$ cat src/rtl/shortest_path_dense_graph_macros.svh
// Assertion macros for the shortest path block.
// Depends on clk and rst being visible at the point of use.
`ifndef SHORTEST_PATH_DENSE_GRAPH_MACROS_SVH
`define SHORTEST_PATH_DENSE_GRAPH_MACROS_SVH

`ifndef SYNTH
// Same-cycle implication.
`define SPDG_ASSERT_SAME(label, ante, cons, msg) \
  label: assert property (@(posedge clk) disable iff (rst) (ante) |-> (cons)) \
    else $error(msg);
// Next-cycle implication.
`define SPDG_ASSERT_NEXT(label, ante, cons, msg) \
  label: assert property (@(posedge clk) disable iff (rst) (ante) |=> (cons)) \
    else $error(msg);
`else
`define SPDG_ASSERT_SAME(label, ante, cons, msg)
`define SPDG_ASSERT_NEXT(label, ante, cons, msg)
`endif

`endif

$ cat src/rtl/spdg_pkg.sv
// Shared constants for the shortest path block: field widths, defaults, codes.
// No dependencies.
`default_nettype none

package spdg_pkg;

  localparam int unsigned VERTICES_DEFAULT    = 16;
  localparam int unsigned WEIGHT_BITS_DEFAULT = 16;
  localparam int unsigned MAX_RESULTS         = 16;
  localparam int unsigned PATH_LEN_BITS       = $clog2(MAX_RESULTS);

  localparam int unsigned VC_BITS        = 5;
  localparam logic [VC_BITS-1:0] VC_RESET = 5'd16;

  localparam int unsigned VERTEX_BITS    = 4;
  localparam int unsigned WEIGHT_IN_BITS = 16;
  localparam int unsigned DIST_OUT_BITS  = 20;

  localparam logic MODE_LOAD  = 1'b0;
  localparam logic MODE_QUERY = 1'b1;

endpackage

`default_nettype wire

$ cat src/rtl/shortest_path_dense_graph.sv
// Top level of the shortest path block: weight memory, sequencer, result register.
// Depends on spdg_pkg, spdg_alu and shortest_path_dense_graph_macros.svh.
//
// Channel     | Handshake             | Payload
// ------------+-----------------------+----------------------------------------------
// request     | req_valid / req_ready | mode, edge_from, edge_to, edge_weight,
//             |                       | source, destination
// result      | rsp_valid / rsp_ready | found, total_distance, path_vertex, last
// config      | cfg_write_en          | cfg_write_data (vertex_count)
//
// A load request with both vertices in range is written as it is accepted, and the
// sequencer stays idle. A query scans the vertices in use for each round's pick, then
// relaxes the picked row for each round whose pick is reached, then walks the path back
// from the destination and issues it source first; the one add-and-compare unit and the
// single read port of the weight memory set the pace of the scan and the relax.
// After reset the weight memory is swept to zero with req_ready low.
// Result stalls hold the sequencer in its issue state; req_ready is high only while
// the sequencer idles.
`default_nettype none
`include "shortest_path_dense_graph_macros.svh"

module shortest_path_dense_graph #(
  parameter int unsigned VERTICES    = spdg_pkg::VERTICES_DEFAULT,
  parameter int unsigned WEIGHT_BITS = spdg_pkg::WEIGHT_BITS_DEFAULT
) (
  input  logic                                clk,
  input  logic                                rst,
  // configuration
  input  logic                                cfg_write_en,
  input  logic [spdg_pkg::VC_BITS-1:0]        cfg_write_data,
  // request channel
  input  logic                                req_valid,
  output logic                                req_ready,
  input  logic                                mode,
  input  logic [spdg_pkg::VERTEX_BITS-1:0]    edge_from,
  input  logic [spdg_pkg::VERTEX_BITS-1:0]    edge_to,
  input  logic [spdg_pkg::WEIGHT_IN_BITS-1:0] edge_weight,
  input  logic [spdg_pkg::VERTEX_BITS-1:0]    source,
  input  logic [spdg_pkg::VERTEX_BITS-1:0]    destination,
  // result channel
  output logic                                rsp_valid,
  input  logic                                rsp_ready,
  output logic                                found,
  output logic [spdg_pkg::DIST_OUT_BITS-1:0]  total_distance,
  output logic [spdg_pkg::VERTEX_BITS-1:0]    path_vertex,
  output logic                                last
);

  import spdg_pkg::*;

  // Vertices a query can touch, and the widths that follow.
  localparam int unsigned NV        = (VERTICES < MAX_RESULTS) ? VERTICES : MAX_RESULTS;
  localparam int unsigned IW        = $clog2(NV);
  localparam int unsigned CW        = $clog2(NV + 1);
  localparam int unsigned MEM_DEPTH = VERTICES * VERTICES;
  localparam int unsigned AW        = $clog2(MEM_DEPTH);
  localparam int unsigned DW        = WEIGHT_BITS + PATH_LEN_BITS;

  typedef enum logic [2:0] {
    S_CLEAR, S_IDLE, S_SCAN, S_RELAX, S_DONE, S_WALK, S_EMIT, S_MISS
  } state_t;

  state_t state;

  // Control registers
  logic [AW-1:0]      clr_addr;
  logic [VC_BITS-1:0] vertex_count;
  logic [CW-1:0]      n_cur;
  logic [CW-1:0]      cnt;
  logic [CW-1:0]      rounds_left;
  logic [CW-1:0]      depth;
  logic               any_pick;
  logic               rvalid;
  logic [IW-1:0]      src;
  logic [IW-1:0]      dst;
  logic [IW-1:0]      wv;
  logic [IW-1:0]      ptr;
  logic [NV-1:0]      reached;
  logic [NV-1:0]      visited;
  logic [NV-1:0]      has_pred;

  // Payload registers
  logic [DW-1:0]      dist_tab [NV];
  logic [IW-1:0]      pred [NV];
  logic [IW-1:0]      stack [NV];
  logic [IW-1:0]      u;
  logic [DW-1:0]      ud;
  logic               ur;
  logic [IW-1:0]      rv;
  logic [DW-1:0]      dst_dist;

  // Weight memory
  logic [WEIGHT_BITS-1:0] weight_mem [MEM_DEPTH];
  logic [WEIGHT_BITS-1:0] mem_rd;
  logic                   mem_we;
  logic [AW-1:0]          mem_waddr;
  logic [WEIGHT_BITS-1:0] mem_wdata;
  logic                   mem_re;
  logic [AW-1:0]          rd_addr;

  // Combinational helpers
  logic [CW-1:0]                    n_eff;
  logic                             q_in_range;
  logic                             ld_in_range;
  logic [IW-1:0]                    src_in;
  logic [IW-1:0]                    dst_in;
  logic [AW-1:0]                    ld_addr;
  logic [WEIGHT_BITS+WEIGHT_IN_BITS-1:0] w_ext;
  logic [IW-1:0]                    cnt_idx;
  logic                             cnt_live;
  logic [IW-1:0]                    dist_idx;
  logic [DW-1:0]                    dist_rd;
  logic [DW-1:0]                    alu_sum;
  logic                             alu_less;
  logic                             take;
  logic                             rel_upd;
  logic                             out_free;
  logic [DW+DIST_OUT_BITS-1:0]      dist_ext;
  logic [DIST_OUT_BITS-1:0]         dist_sat;

  // Clamp the vertex count: zero acts as one, cap at what the block holds.
  always_comb begin
    if (vertex_count == '0) begin
      n_eff = CW'(1);
    end else if (vertex_count > VC_BITS'(NV)) begin
      n_eff = CW'(NV);
    end else begin
      n_eff = CW'(vertex_count);
    end
  end

  assign q_in_range  = (source < n_eff) && (destination < n_eff);
  assign ld_in_range = (edge_from < VERTICES) && (edge_to < VERTICES);
  assign src_in      = IW'(source);
  assign dst_in      = IW'(destination);
  assign ld_addr     = AW'(edge_from) * AW'(VERTICES) + AW'(edge_to);
  assign w_ext       = (WEIGHT_BITS + WEIGHT_IN_BITS)'(edge_weight);

  assign cnt_idx  = cnt[IW-1:0];
  assign cnt_live = (cnt < n_cur);

  // One read port on the distance table: scan vertex, relax vertex, or destination.
  always_comb begin
    unique case (state)
      S_SCAN:  dist_idx = cnt_idx;
      S_RELAX: dist_idx = rv;
      default: dist_idx = dst;
    endcase
  end
  assign dist_rd = dist_tab[dist_idx];

  spdg_alu #(
    .WEIGHT_BITS (WEIGHT_BITS),
    .DIST_BITS   (DW)
  ) u_alu (
    .base    (ud),
    .addend  (mem_rd),
    .add_en  (state == S_RELAX),
    .cmp_ref (dist_rd),
    .sum     (alu_sum),
    .less    (alu_less)
  );

  // Scan pick: least distance wins, ties go to the higher index, unreached is farthest.
  assign take = (state == S_SCAN) && cnt_live && !visited[cnt_idx] &&
                (!any_pick || (reached[cnt_idx] ? (!ur || !alu_less) : !ur));

  // Relax: improve an unvisited neighbor over a real edge.
  assign rel_upd = (state == S_RELAX) && rvalid && !visited[rv] && (mem_rd != '0) &&
                   (!reached[rv] || alu_less);

  assign out_free = !rsp_valid || rsp_ready;

  // Saturate the reported distance to the output width.
  assign dist_ext = (DW + DIST_OUT_BITS)'(dst_dist);
  assign dist_sat = (|dist_ext[DW+DIST_OUT_BITS-1:DIST_OUT_BITS]) ? '1 :
                    dist_ext[DIST_OUT_BITS-1:0];

  // Memory ports: clearing sweep or load on write, the picked row on read.
  assign mem_we    = (state == S_CLEAR) ||
                     ((state == S_IDLE) && req_valid && (mode == MODE_LOAD) && ld_in_range);
  assign mem_waddr = (state == S_CLEAR) ? clr_addr : ld_addr;
  assign mem_wdata = (state == S_CLEAR) ? '0 : w_ext[WEIGHT_BITS-1:0];
  assign mem_re    = (state == S_RELAX) && cnt_live;
  assign rd_addr   = AW'(u) * AW'(VERTICES) + AW'(cnt_idx);

  always_ff @(posedge clk) begin
    if (mem_we) begin
      weight_mem[mem_waddr] <= mem_wdata;
    end
    if (mem_re) begin
      mem_rd <= weight_mem[rd_addr];
    end
  end

  assign req_ready = (state == S_IDLE);

  // Payload updates: distances, predecessors, path stack, current pick.
  always_ff @(posedge clk) begin
    if ((state == S_IDLE) && req_valid && (mode == MODE_QUERY)) begin
      dist_tab[src_in] <= '0;
    end
    if (take) begin
      u  <= cnt_idx;
      ud <= dist_rd;
      ur <= reached[cnt_idx];
    end
    if (mem_re) begin
      rv <= cnt_idx;
    end
    if (rel_upd) begin
      dist_tab[rv] <= alu_sum;
      pred[rv]     <= u;
    end
    if (state == S_WALK) begin
      stack[depth[IW-1:0]] <= wv;
      dst_dist             <= dist_rd;
    end
  end

  // Sequencer and result register.
  always_ff @(posedge clk) begin
    if (rst) begin
      state          <= S_CLEAR;
      clr_addr       <= '0;
      vertex_count   <= VC_RESET;
      n_cur          <= '0;
      cnt            <= '0;
      rounds_left    <= '0;
      depth          <= '0;
      any_pick       <= 1'b0;
      rvalid         <= 1'b0;
      src            <= '0;
      dst            <= '0;
      wv             <= '0;
      ptr            <= '0;
      reached        <= '0;
      visited        <= '0;
      has_pred       <= '0;
      rsp_valid      <= 1'b0;
      found          <= 1'b0;
      total_distance <= '0;
      path_vertex    <= '0;
      last           <= 1'b0;
    end else begin
      if (cfg_write_en) begin
        vertex_count <= cfg_write_data;
      end
      // Drop the result once taken; a new load below overrides this.
      if (rsp_valid && rsp_ready) begin
        rsp_valid <= 1'b0;
      end

      unique case (state)
        S_CLEAR: begin
          // Sweep the weight memory to "no edge".
          clr_addr <= clr_addr + AW'(1);
          if (clr_addr == AW'(MEM_DEPTH - 1)) begin
            state <= S_IDLE;
          end
        end

        S_IDLE: begin
          if (req_valid && (mode == MODE_QUERY)) begin
            n_cur <= n_eff;
            src   <= src_in;
            dst   <= dst_in;
            if (!q_in_range) begin
              state <= S_MISS;
            end else begin
              reached         <= '0;
              reached[src_in] <= 1'b1;
              visited         <= '0;
              has_pred        <= '0;
              rounds_left     <= n_eff - CW'(1);
              cnt             <= '0;
              any_pick        <= 1'b0;
              state           <= (n_eff == CW'(1)) ? S_DONE : S_SCAN;
            end
          end
        end

        S_SCAN: begin
          if (cnt_live) begin
            // Advance through the vertex list, one compare a cycle.
            cnt <= cnt + CW'(1);
            if (take) begin
              any_pick <= 1'b1;
            end
          end else if (!any_pick) begin
            state <= S_DONE;
          end else begin
            visited[u] <= 1'b1;
            if (ur) begin
              cnt    <= '0;
              rvalid <= 1'b0;
              state  <= S_RELAX;
            end else if (rounds_left == CW'(1)) begin
              state <= S_DONE;
            end else begin
              // An unreached pick relaxes nothing: start the next round.
              rounds_left <= rounds_left - CW'(1);
              cnt         <= '0;
              any_pick    <= 1'b0;
              state       <= S_SCAN;
            end
          end
        end

        S_RELAX: begin
          // Row reads are registered: the compare on the returned weight follows in the next cycle.
          if (cnt_live) begin
            cnt    <= cnt + CW'(1);
            rvalid <= 1'b1;
          end else begin
            rvalid <= 1'b0;
            if (rounds_left == CW'(1)) begin
              state <= S_DONE;
            end else begin
              rounds_left <= rounds_left - CW'(1);
              cnt         <= '0;
              any_pick    <= 1'b0;
              state       <= S_SCAN;
            end
          end
          if (rel_upd) begin
            reached[rv]  <= 1'b1;
            has_pred[rv] <= 1'b1;
          end
        end

        S_DONE: begin
          if (reached[dst]) begin
            wv    <= dst;
            depth <= '0;
            state <= S_WALK;
          end else begin
            state <= S_MISS;
          end
        end

        S_WALK: begin
          // Push the chain from destination back to source.
          depth <= depth + CW'(1);
          if (has_pred[wv]) begin
            wv <= pred[wv];
          end else begin
            ptr   <= depth[IW-1:0];
            state <= S_EMIT;
          end
        end

        S_EMIT: begin
          // Pop the stack: source first, destination last.
          if (out_free) begin
            rsp_valid      <= 1'b1;
            found          <= 1'b1;
            total_distance <= dist_sat;
            path_vertex    <= VERTEX_BITS'(stack[ptr]);
            last           <= (ptr == '0);
            ptr            <= ptr - IW'(1);
            if (ptr == '0) begin
              state <= S_IDLE;
            end
          end
        end

        S_MISS: begin
          if (out_free) begin
            rsp_valid      <= 1'b1;
            found          <= 1'b0;
            total_distance <= '0;
            path_vertex    <= '0;
            last           <= 1'b1;
            state          <= S_IDLE;
          end
        end

        default: begin
          state <= S_IDLE;
        end
      endcase
    end
  end

  // Checks
  `SPDG_ASSERT_NEXT(a_query_busy, req_valid && req_ready && mode == MODE_QUERY, !req_ready, "query accepted but request side still ready")
  `SPDG_ASSERT_SAME(a_relax_from_pick, rvalid, reached[u] && visited[u], "relaxing from a vertex that is not a reached, visited pick")
  `SPDG_ASSERT_SAME(a_walk_bound, state == S_WALK, depth < n_cur, "path walk longer than the vertex count")
  `SPDG_ASSERT_SAME(a_src_root, state == S_SCAN || state == S_RELAX, reached[src] && !has_pred[src], "source lost its root status")
  `SPDG_ASSERT_SAME(a_miss_shape, rsp_valid && !found, last && total_distance == '0 && path_vertex == '0, "not-found result with stray fields")

endmodule

`default_nettype wire

$ cat src/rtl/spdg_alu.sv
// Shared add-and-compare unit of the shortest path sequencer.
// Depends on spdg_pkg for parameter defaults.
`default_nettype none

module spdg_alu #(
  parameter int unsigned WEIGHT_BITS = spdg_pkg::WEIGHT_BITS_DEFAULT,
  parameter int unsigned DIST_BITS   = WEIGHT_BITS + spdg_pkg::PATH_LEN_BITS
) (
  input  logic [DIST_BITS-1:0]   base,
  input  logic [WEIGHT_BITS-1:0] addend,
  input  logic                   add_en,
  input  logic [DIST_BITS-1:0]   cmp_ref,
  output logic [DIST_BITS-1:0]   sum,
  output logic                   less
);

  // Operand is base, or base plus edge weight; compare it against the reference.
  assign sum  = add_en ? (base + DIST_BITS'(addend)) : base;
  assign less = (sum < cmp_ref);

endmodule

`default_nettype wire

$ cat config.mk
export PLATFORM = sky130hd
export DESIGN_NAME = shortest_path_dense_graph
export DESIGN_NICKNAME = d
export VERILOG_FILES = /design/src/rtl/spdg_pkg.sv /design/src/rtl/shortest_path_dense_graph.sv /design/src/rtl/spdg_alu.sv
export VERILOG_INCLUDE_DIRS = /design/src /design/src/rtl
export SDC_FILE = /design/constraint.sdc
export NUM_CORES = 2
export LEC_CHECK = 0
export BUFFER_PORTS_ARGS = -buffer_cell sky130_fd_sc_hd__buf_2
export CAP_MARGIN = 20
export CORE_ASPECT_RATIO = 1.1
export CORE_MARGIN = 10
export CORE_UTILIZATION = 65
export DETAILED_ROUTE_END_ITERATION = 16
export GPL_TIMING_DRIVEN = 0
export PLACE_DENSITY = 0.86
export SKIP_CTS_REPAIR_TIMING = 1
export SLEW_MARGIN = 40
export SYNTH_ARGS = -nofsm -noshare
export SYNTH_HDL_FRONTEND = slang
export SYNTH_MEMORY_MAX_BITS = 65536
export SYNTH_SLANG_ARGS = --single-unit
$ cat constraint.sdc
create_clock -name clk -period 14.29 [get_ports clk]
set_clock_uncertainty 0.2 [all_clocks]
set_input_delay 2.858 -clock clk [delete_from_list [all_inputs] [get_ports clk]]
set_output_delay 2.858 -clock clk [all_outputs]
set_load 0.02 [all_outputs]
==> metrics.cfg, run 1 <==
[outcome]
status = stopped before the end
stop_stage = global routing (5_1_grt)
toolErrorMsg = [ERROR GRT-0232] Routing congestion too high. Check the congestion heatmap in the GUI.

[synth]
yosys-mux-area-fraction_pct = 17.9
synth-async-reset-ratio_pct = 0
yosysSeqAreaShare_pct = 76.3
synth_xor_area_share_pct = 0.0948
synth_edf_count = 4609
ys_ff_latch = 4741
syn-cell-area_um2 = 185000
synth_compound_area_share_pct = 1.72
avgSynthCellArea_um2 = 22.5
synthAdderAreaFrac_pct = 0.390
yosys.area_share.simple_pct = 2.26
yosysUniqueCellTypes = 75
synth_ff_type = edfxtp_1
yosys_warnings = 0
synthCells = 8228
syn_nets = 8328
synth_top_family_by_area = multiplexers

[floorplan]
initial_core_util_pct = 65.3
num_io_pins = 71
die_w_um = 528
fp.dieH_um = 579
rows = 205

[place]
port_buffers = 68
routabilityCongestion = 1.08
hpwlAfterDp_um = 595000

[clock_network]
clockBufferDepth = 4
h-tree-depth = 5
numCtsBuffers = 442
cts_root_buf = clkbuf_16
clock-sinks = 4741

[global_routing]
grt_antenna_before_repair = 237
gr-total-overflow = 2
grt_max_degree = 37
grt.total_usage_pct = 70.8

-- metal layers --
metal / global-route usage, % / GRT overflow
met1: 67.4 / 0
met2: 85.3 / 2
met3: 61.6 / 0
met4: 67.7 / 0
met5: 45.0 / 0
-- Yosys cell counts, types with 14 or more instances --
| master | instances | area, um^2 |
|---|---|---|
| a32oi_1 | 22 | 193 |
| clkbuf_1 | 219 | 822 |
| buf_1 | 67 | 251 |
| inv_1 | 48 | 180 |
| buf_6 | 34 | 383 |
| mux2_2 | 31 | 349 |
| and2_1 | 38 | 238 |
| mux2i_1 | 83 | 831 |
| nand2b_1 | 42 | 263 |
| nand2_1 | 188 | 706 |
| nor3_1 | 67 | 335 |
| nand3_1 | 48 | 240 |
| o21ai_0 | 68 | 340 |
| a211oi_1 | 17 | 128 |
| a221oi_1 | 14 | 123 |
| o22ai_1 | 29 | 181 |
| buf_2 | 108 | 541 |
| nand4_1 | 22 | 138 |
| ha_1 | 56 | 701 |
| o21a_1 | 38 | 285 |
| nor2_1 | 379 | 1420 |
| a22oi_1 | 68 | 510 |
| mux4_2 | 1413 | 31800 |
| buf_4 | 33 | 248 |
| a21oi_1 | 83 | 415 |
| edfxtp_1 | 4609 | 138000 |
| o31ai_1 | 27 | 203 |
| dfxtp_1 | 132 | 2640 |
| nor2b_1 | 38 | 238 |
-- cell families after synthesis --
group | after synthesis
DFF | 4741
muxes | 1531
and+or+nand+nor | 904
buffers and inverters | 511
AOI/OAI and AO/OA | 464
adders and majority gates | 57
xor gates and xnor gates | 20
-- per-stage QoR --
step	setup slack, ns	instance area [um^2]	std cells
global placement	-3.81	190000	12000
CTS	6.45	221000	13400
detailed placement	6.44	206000	12600
floorplan	3.64	185000	8228
==> run 2, diff against run 1 <==
--- a/config.mk
+++ b/config.mk
@@ -8,12 +8,11 @@
 export LEC_CHECK = 0
 export BUFFER_PORTS_ARGS = -buffer_cell sky130_fd_sc_hd__buf_2
 export CAP_MARGIN = 20
-export CORE_ASPECT_RATIO = 1.1
 export CORE_MARGIN = 10
-export CORE_UTILIZATION = 65
+export CORE_UTILIZATION = 40
 export DETAILED_ROUTE_END_ITERATION = 16
 export GPL_TIMING_DRIVEN = 0
-export PLACE_DENSITY = 0.86
+export PLACE_DENSITY_LB_ADDON = 0.15
 export SKIP_CTS_REPAIR_TIMING = 1
 export SLEW_MARGIN = 40
 export SYNTH_ARGS = -nofsm -noshare
==> metrics.cfg, run 2 <==
[pwr]
total_power_mw = 30.5
vdd_drop_max_mv = 0.116
p_leak_nw = 70.0
power.density_nw_per_um2 = 136

[synth]
synth.most_common_cell = edfxtp_1  ; unchanged
synth_edf_count = 4609  ; unchanged
synth_top_area_share_pct = 74.9  ; unchanged
yosysSeqAreaShare_pct = 76.3  ; unchanged
yosysTopAreaCell = edfxtp_1  ; unchanged
yosys-top-cells-count = edfxtp_1, mux4_2, nor2_1, clkbuf_1, nand2_1  ; unchanged
yosys_warnings = 0  ; unchanged
avgSynthCellArea_um2 = 22.5  ; unchanged
synthCells = 8228  ; unchanged
syn_nets = 8328  ; unchanged
ys_ff_latch = 4741  ; unchanged
synth.area.top_cells = edfxtp_1, mux4_2, dfxtp_1  ; unchanged
syn-cell-area_um2 = 185000  ; unchanged
synth-async-reset-ratio_pct = 0  ; unchanged
synth_ff_type = edfxtp_1  ; unchanged
yosysUniqueCellTypes = 75  ; unchanged

[sta]
post-route-period-util_pct = 52.6
finalHoldWorstSlack_ns = 0.262
rsz0062_at_grt = no
hold_viol = 0
slew_headroom_pct = 29.1
tns_ns = 0
fmax_mhz = 133
finalSetupViolations = 0
tightest_slew_ns = 1.06
drv_slew = 0
period_needed_ns = 7.52

[clock_network]
clk_transition_reported_paths_ns = 0.06
clock-sinks = 4741  ; unchanged
numCtsBuffers = 483  ; was 442
h-tree-depth = 5  ; unchanged
clk_latency_ns = 1.12
cts_tree = built
clockBufferDepth = 4  ; unchanged
cts_root_buf = clkbuf_16  ; unchanged

[place]
hpwlAfterDp_um = 604000  ; was 595000 um
port_buffers = 68  ; unchanged
placed_cells = 15100  ; was 12.6k
routabilityCongestion = 1.02  ; was 1.08

[global_routing]
grtUsageMet1_pct = 41.3
gr-total-overflow = 0
grt_use_met2_pct = 47.5
grt_pass1_wl_um = 1040000
grt.total_usage_pct = 33.1
grt_antenna_before_repair = 117
grt_util_met3_pct = 12.8
grt_max_degree = 37
grt_pass1_vias = 98400
grt.busiest_layer = met2

[final_layout]
largest_reg_flops = 4096
drive_gt1_share_pct = 36.5
layout_commonest_cell = edfxtp_1
regArea_um2 = 141000
area_growth_syn_to_layout_pct = 21.9
utilization_pct = 49.0
fillers = 36900
multi_input_area_um2 = 43900
top_register = weight_mem
post_layout_nonfiller_instances = 16000
final_cell_mix = edfxtp_1, mux4_2, clkbuf_16
final_nets = 9522
largestRegisters = weight_mem x4096, dist_tab x320

[worst_setup_path]
cp_slowest_stage_delay_ns = 0.67
path_class = reg -> reg
reg2reg_depth = 19
critPathMaxFanout = 12
worstPathCellList = buf_2 -> mux2_2 -> mux2i_2 -> buf_2 -> buf_1 -> mux4_2 -> mux2i_1 -> mux2_2 -> ha_1 -> a211o_1 -> o211ai_1 -> a21oi_1 -> o31ai_2 -> and3_1 -> a31oi_2 -> buf_4 -> nor3_2 -> o21bai_4 -> buf_8
required_ns = 14.85
crit_buf_inv = 5
worstPathArrival_ns = 8.08
cp_slowest_cell = mux2i_2
critPathTopFamily = buffers and inverters
cp_num_cells = 19
startpoint_type = flop
cp-end-kind = flop

[worst_hold_path]
hold_class = reg -> reg
holdPathStages = 1

[outcome]
status = finished clean  ; was stopped before the end

[floorplan]
fp.dieH_um = 700  ; was 579 um
core_um2 = 460000
rows = 249  ; was 205
die_w_um = 700  ; was 528 um
num_io_pins = 71  ; unchanged
die-area_um2 = 490000
initial_core_util_pct = 40.2  ; was 65.3%

[route]
drt_iter0_markers = 19900
viasPerCell = 6.59
routed_wl_um = 826000
drcViolationCount = 0
vias = 106000
routedWlPerCell_um = 51.6
firstDrtPassIters = 8
drtAntennaViolNets = 0

[job]
max_cap_violations = 0

-- run 2: logic make-up after synthesis --
| kind of cell | share of synthesized area, % |
|---|---|
| flip-flops | 76.3 |
| multiplexers | 17.9 |
| AND/OR/NAND/NOR | 2.26 |
| buffers and inverters | 1.32 |
| AO/OA/AOI/OAI | 1.72 |
| adder cells (fa/ha/maj) | 0.390 |
| XOR/XNOR | 0.0948 |
-- run 2: per-layer routing --
| metal | routed length, um | vias up |
|---|---|---|
| met2 | 352000 | 8557 |
| met5 | 391 | - |
| li1 | - | 37600 |
| met1 | 288000 | 57500 |
| met4 | 72000 | 24 |
| met3 | 114000 | 1897 |
-- run 2: final cells by class --
type	instances	share of cell area, %
well taps	6149	3.41
clock buffers	597	5.61
clock inverters	285	1.16
repair buffers	709	6.29
flip-flops and latches	4741	62.6
plain buffers	463	1.30
inverters	48	0.0799
multi-input cells	2976	19.5
diodes	52	0.0577
-- run 2: final timing paths --
check                    from               to  slack [ns]
setup reg to reg     state[0]  dist_tab[7][13]        6.77
hold / removal    has_pred[3]      has_pred[3]        0.26
setup / recovery     state[0]  dist_tab[7][13]        6.77
hold reg to reg   has_pred[3]      has_pred[3]        0.26
-- run 2: worst reg2reg max path, stage by stage (launching register included) --
cell and delay [ns]:
dfxtp_1 0.31, buf_2 0.22, mux2_2 0.39, mux2i_2 0.67, buf_2 0.45, buf_1 0.65, mux4_2 0.36, mux2i_1 0.07
mux2_2 0.34, ha_1 0.33, a211o_1 0.26, o211ai_1 0.09, a21oi_1 0.12, o31ai_2 0.55, and3_1 0.31, a31oi_2 0.25
buf_4 0.30, nor3_2 0.59, o21bai_4 0.42, buf_8 0.30
-- run 2: per-stage QoR --
step / worst slack (ns) / cell area (um^2)
after floorplan: 3.64 / 185000
after global placement: -5.48 / 193000
after detailed placement: 6.61 / 210000
after CTS: 6.60 / 225000
after global routing: 6.59 / 225000
final: 6.77 / 225000
-- run 2: where the power goes --
part,total [mW],switching (mW),internal (mW)
Sequential,15.9,0.0394,15.8
Combinational,2.11,1.50,0.604
Clock,12.6,5.60,6.96
(Power assumes the default switching activity.)
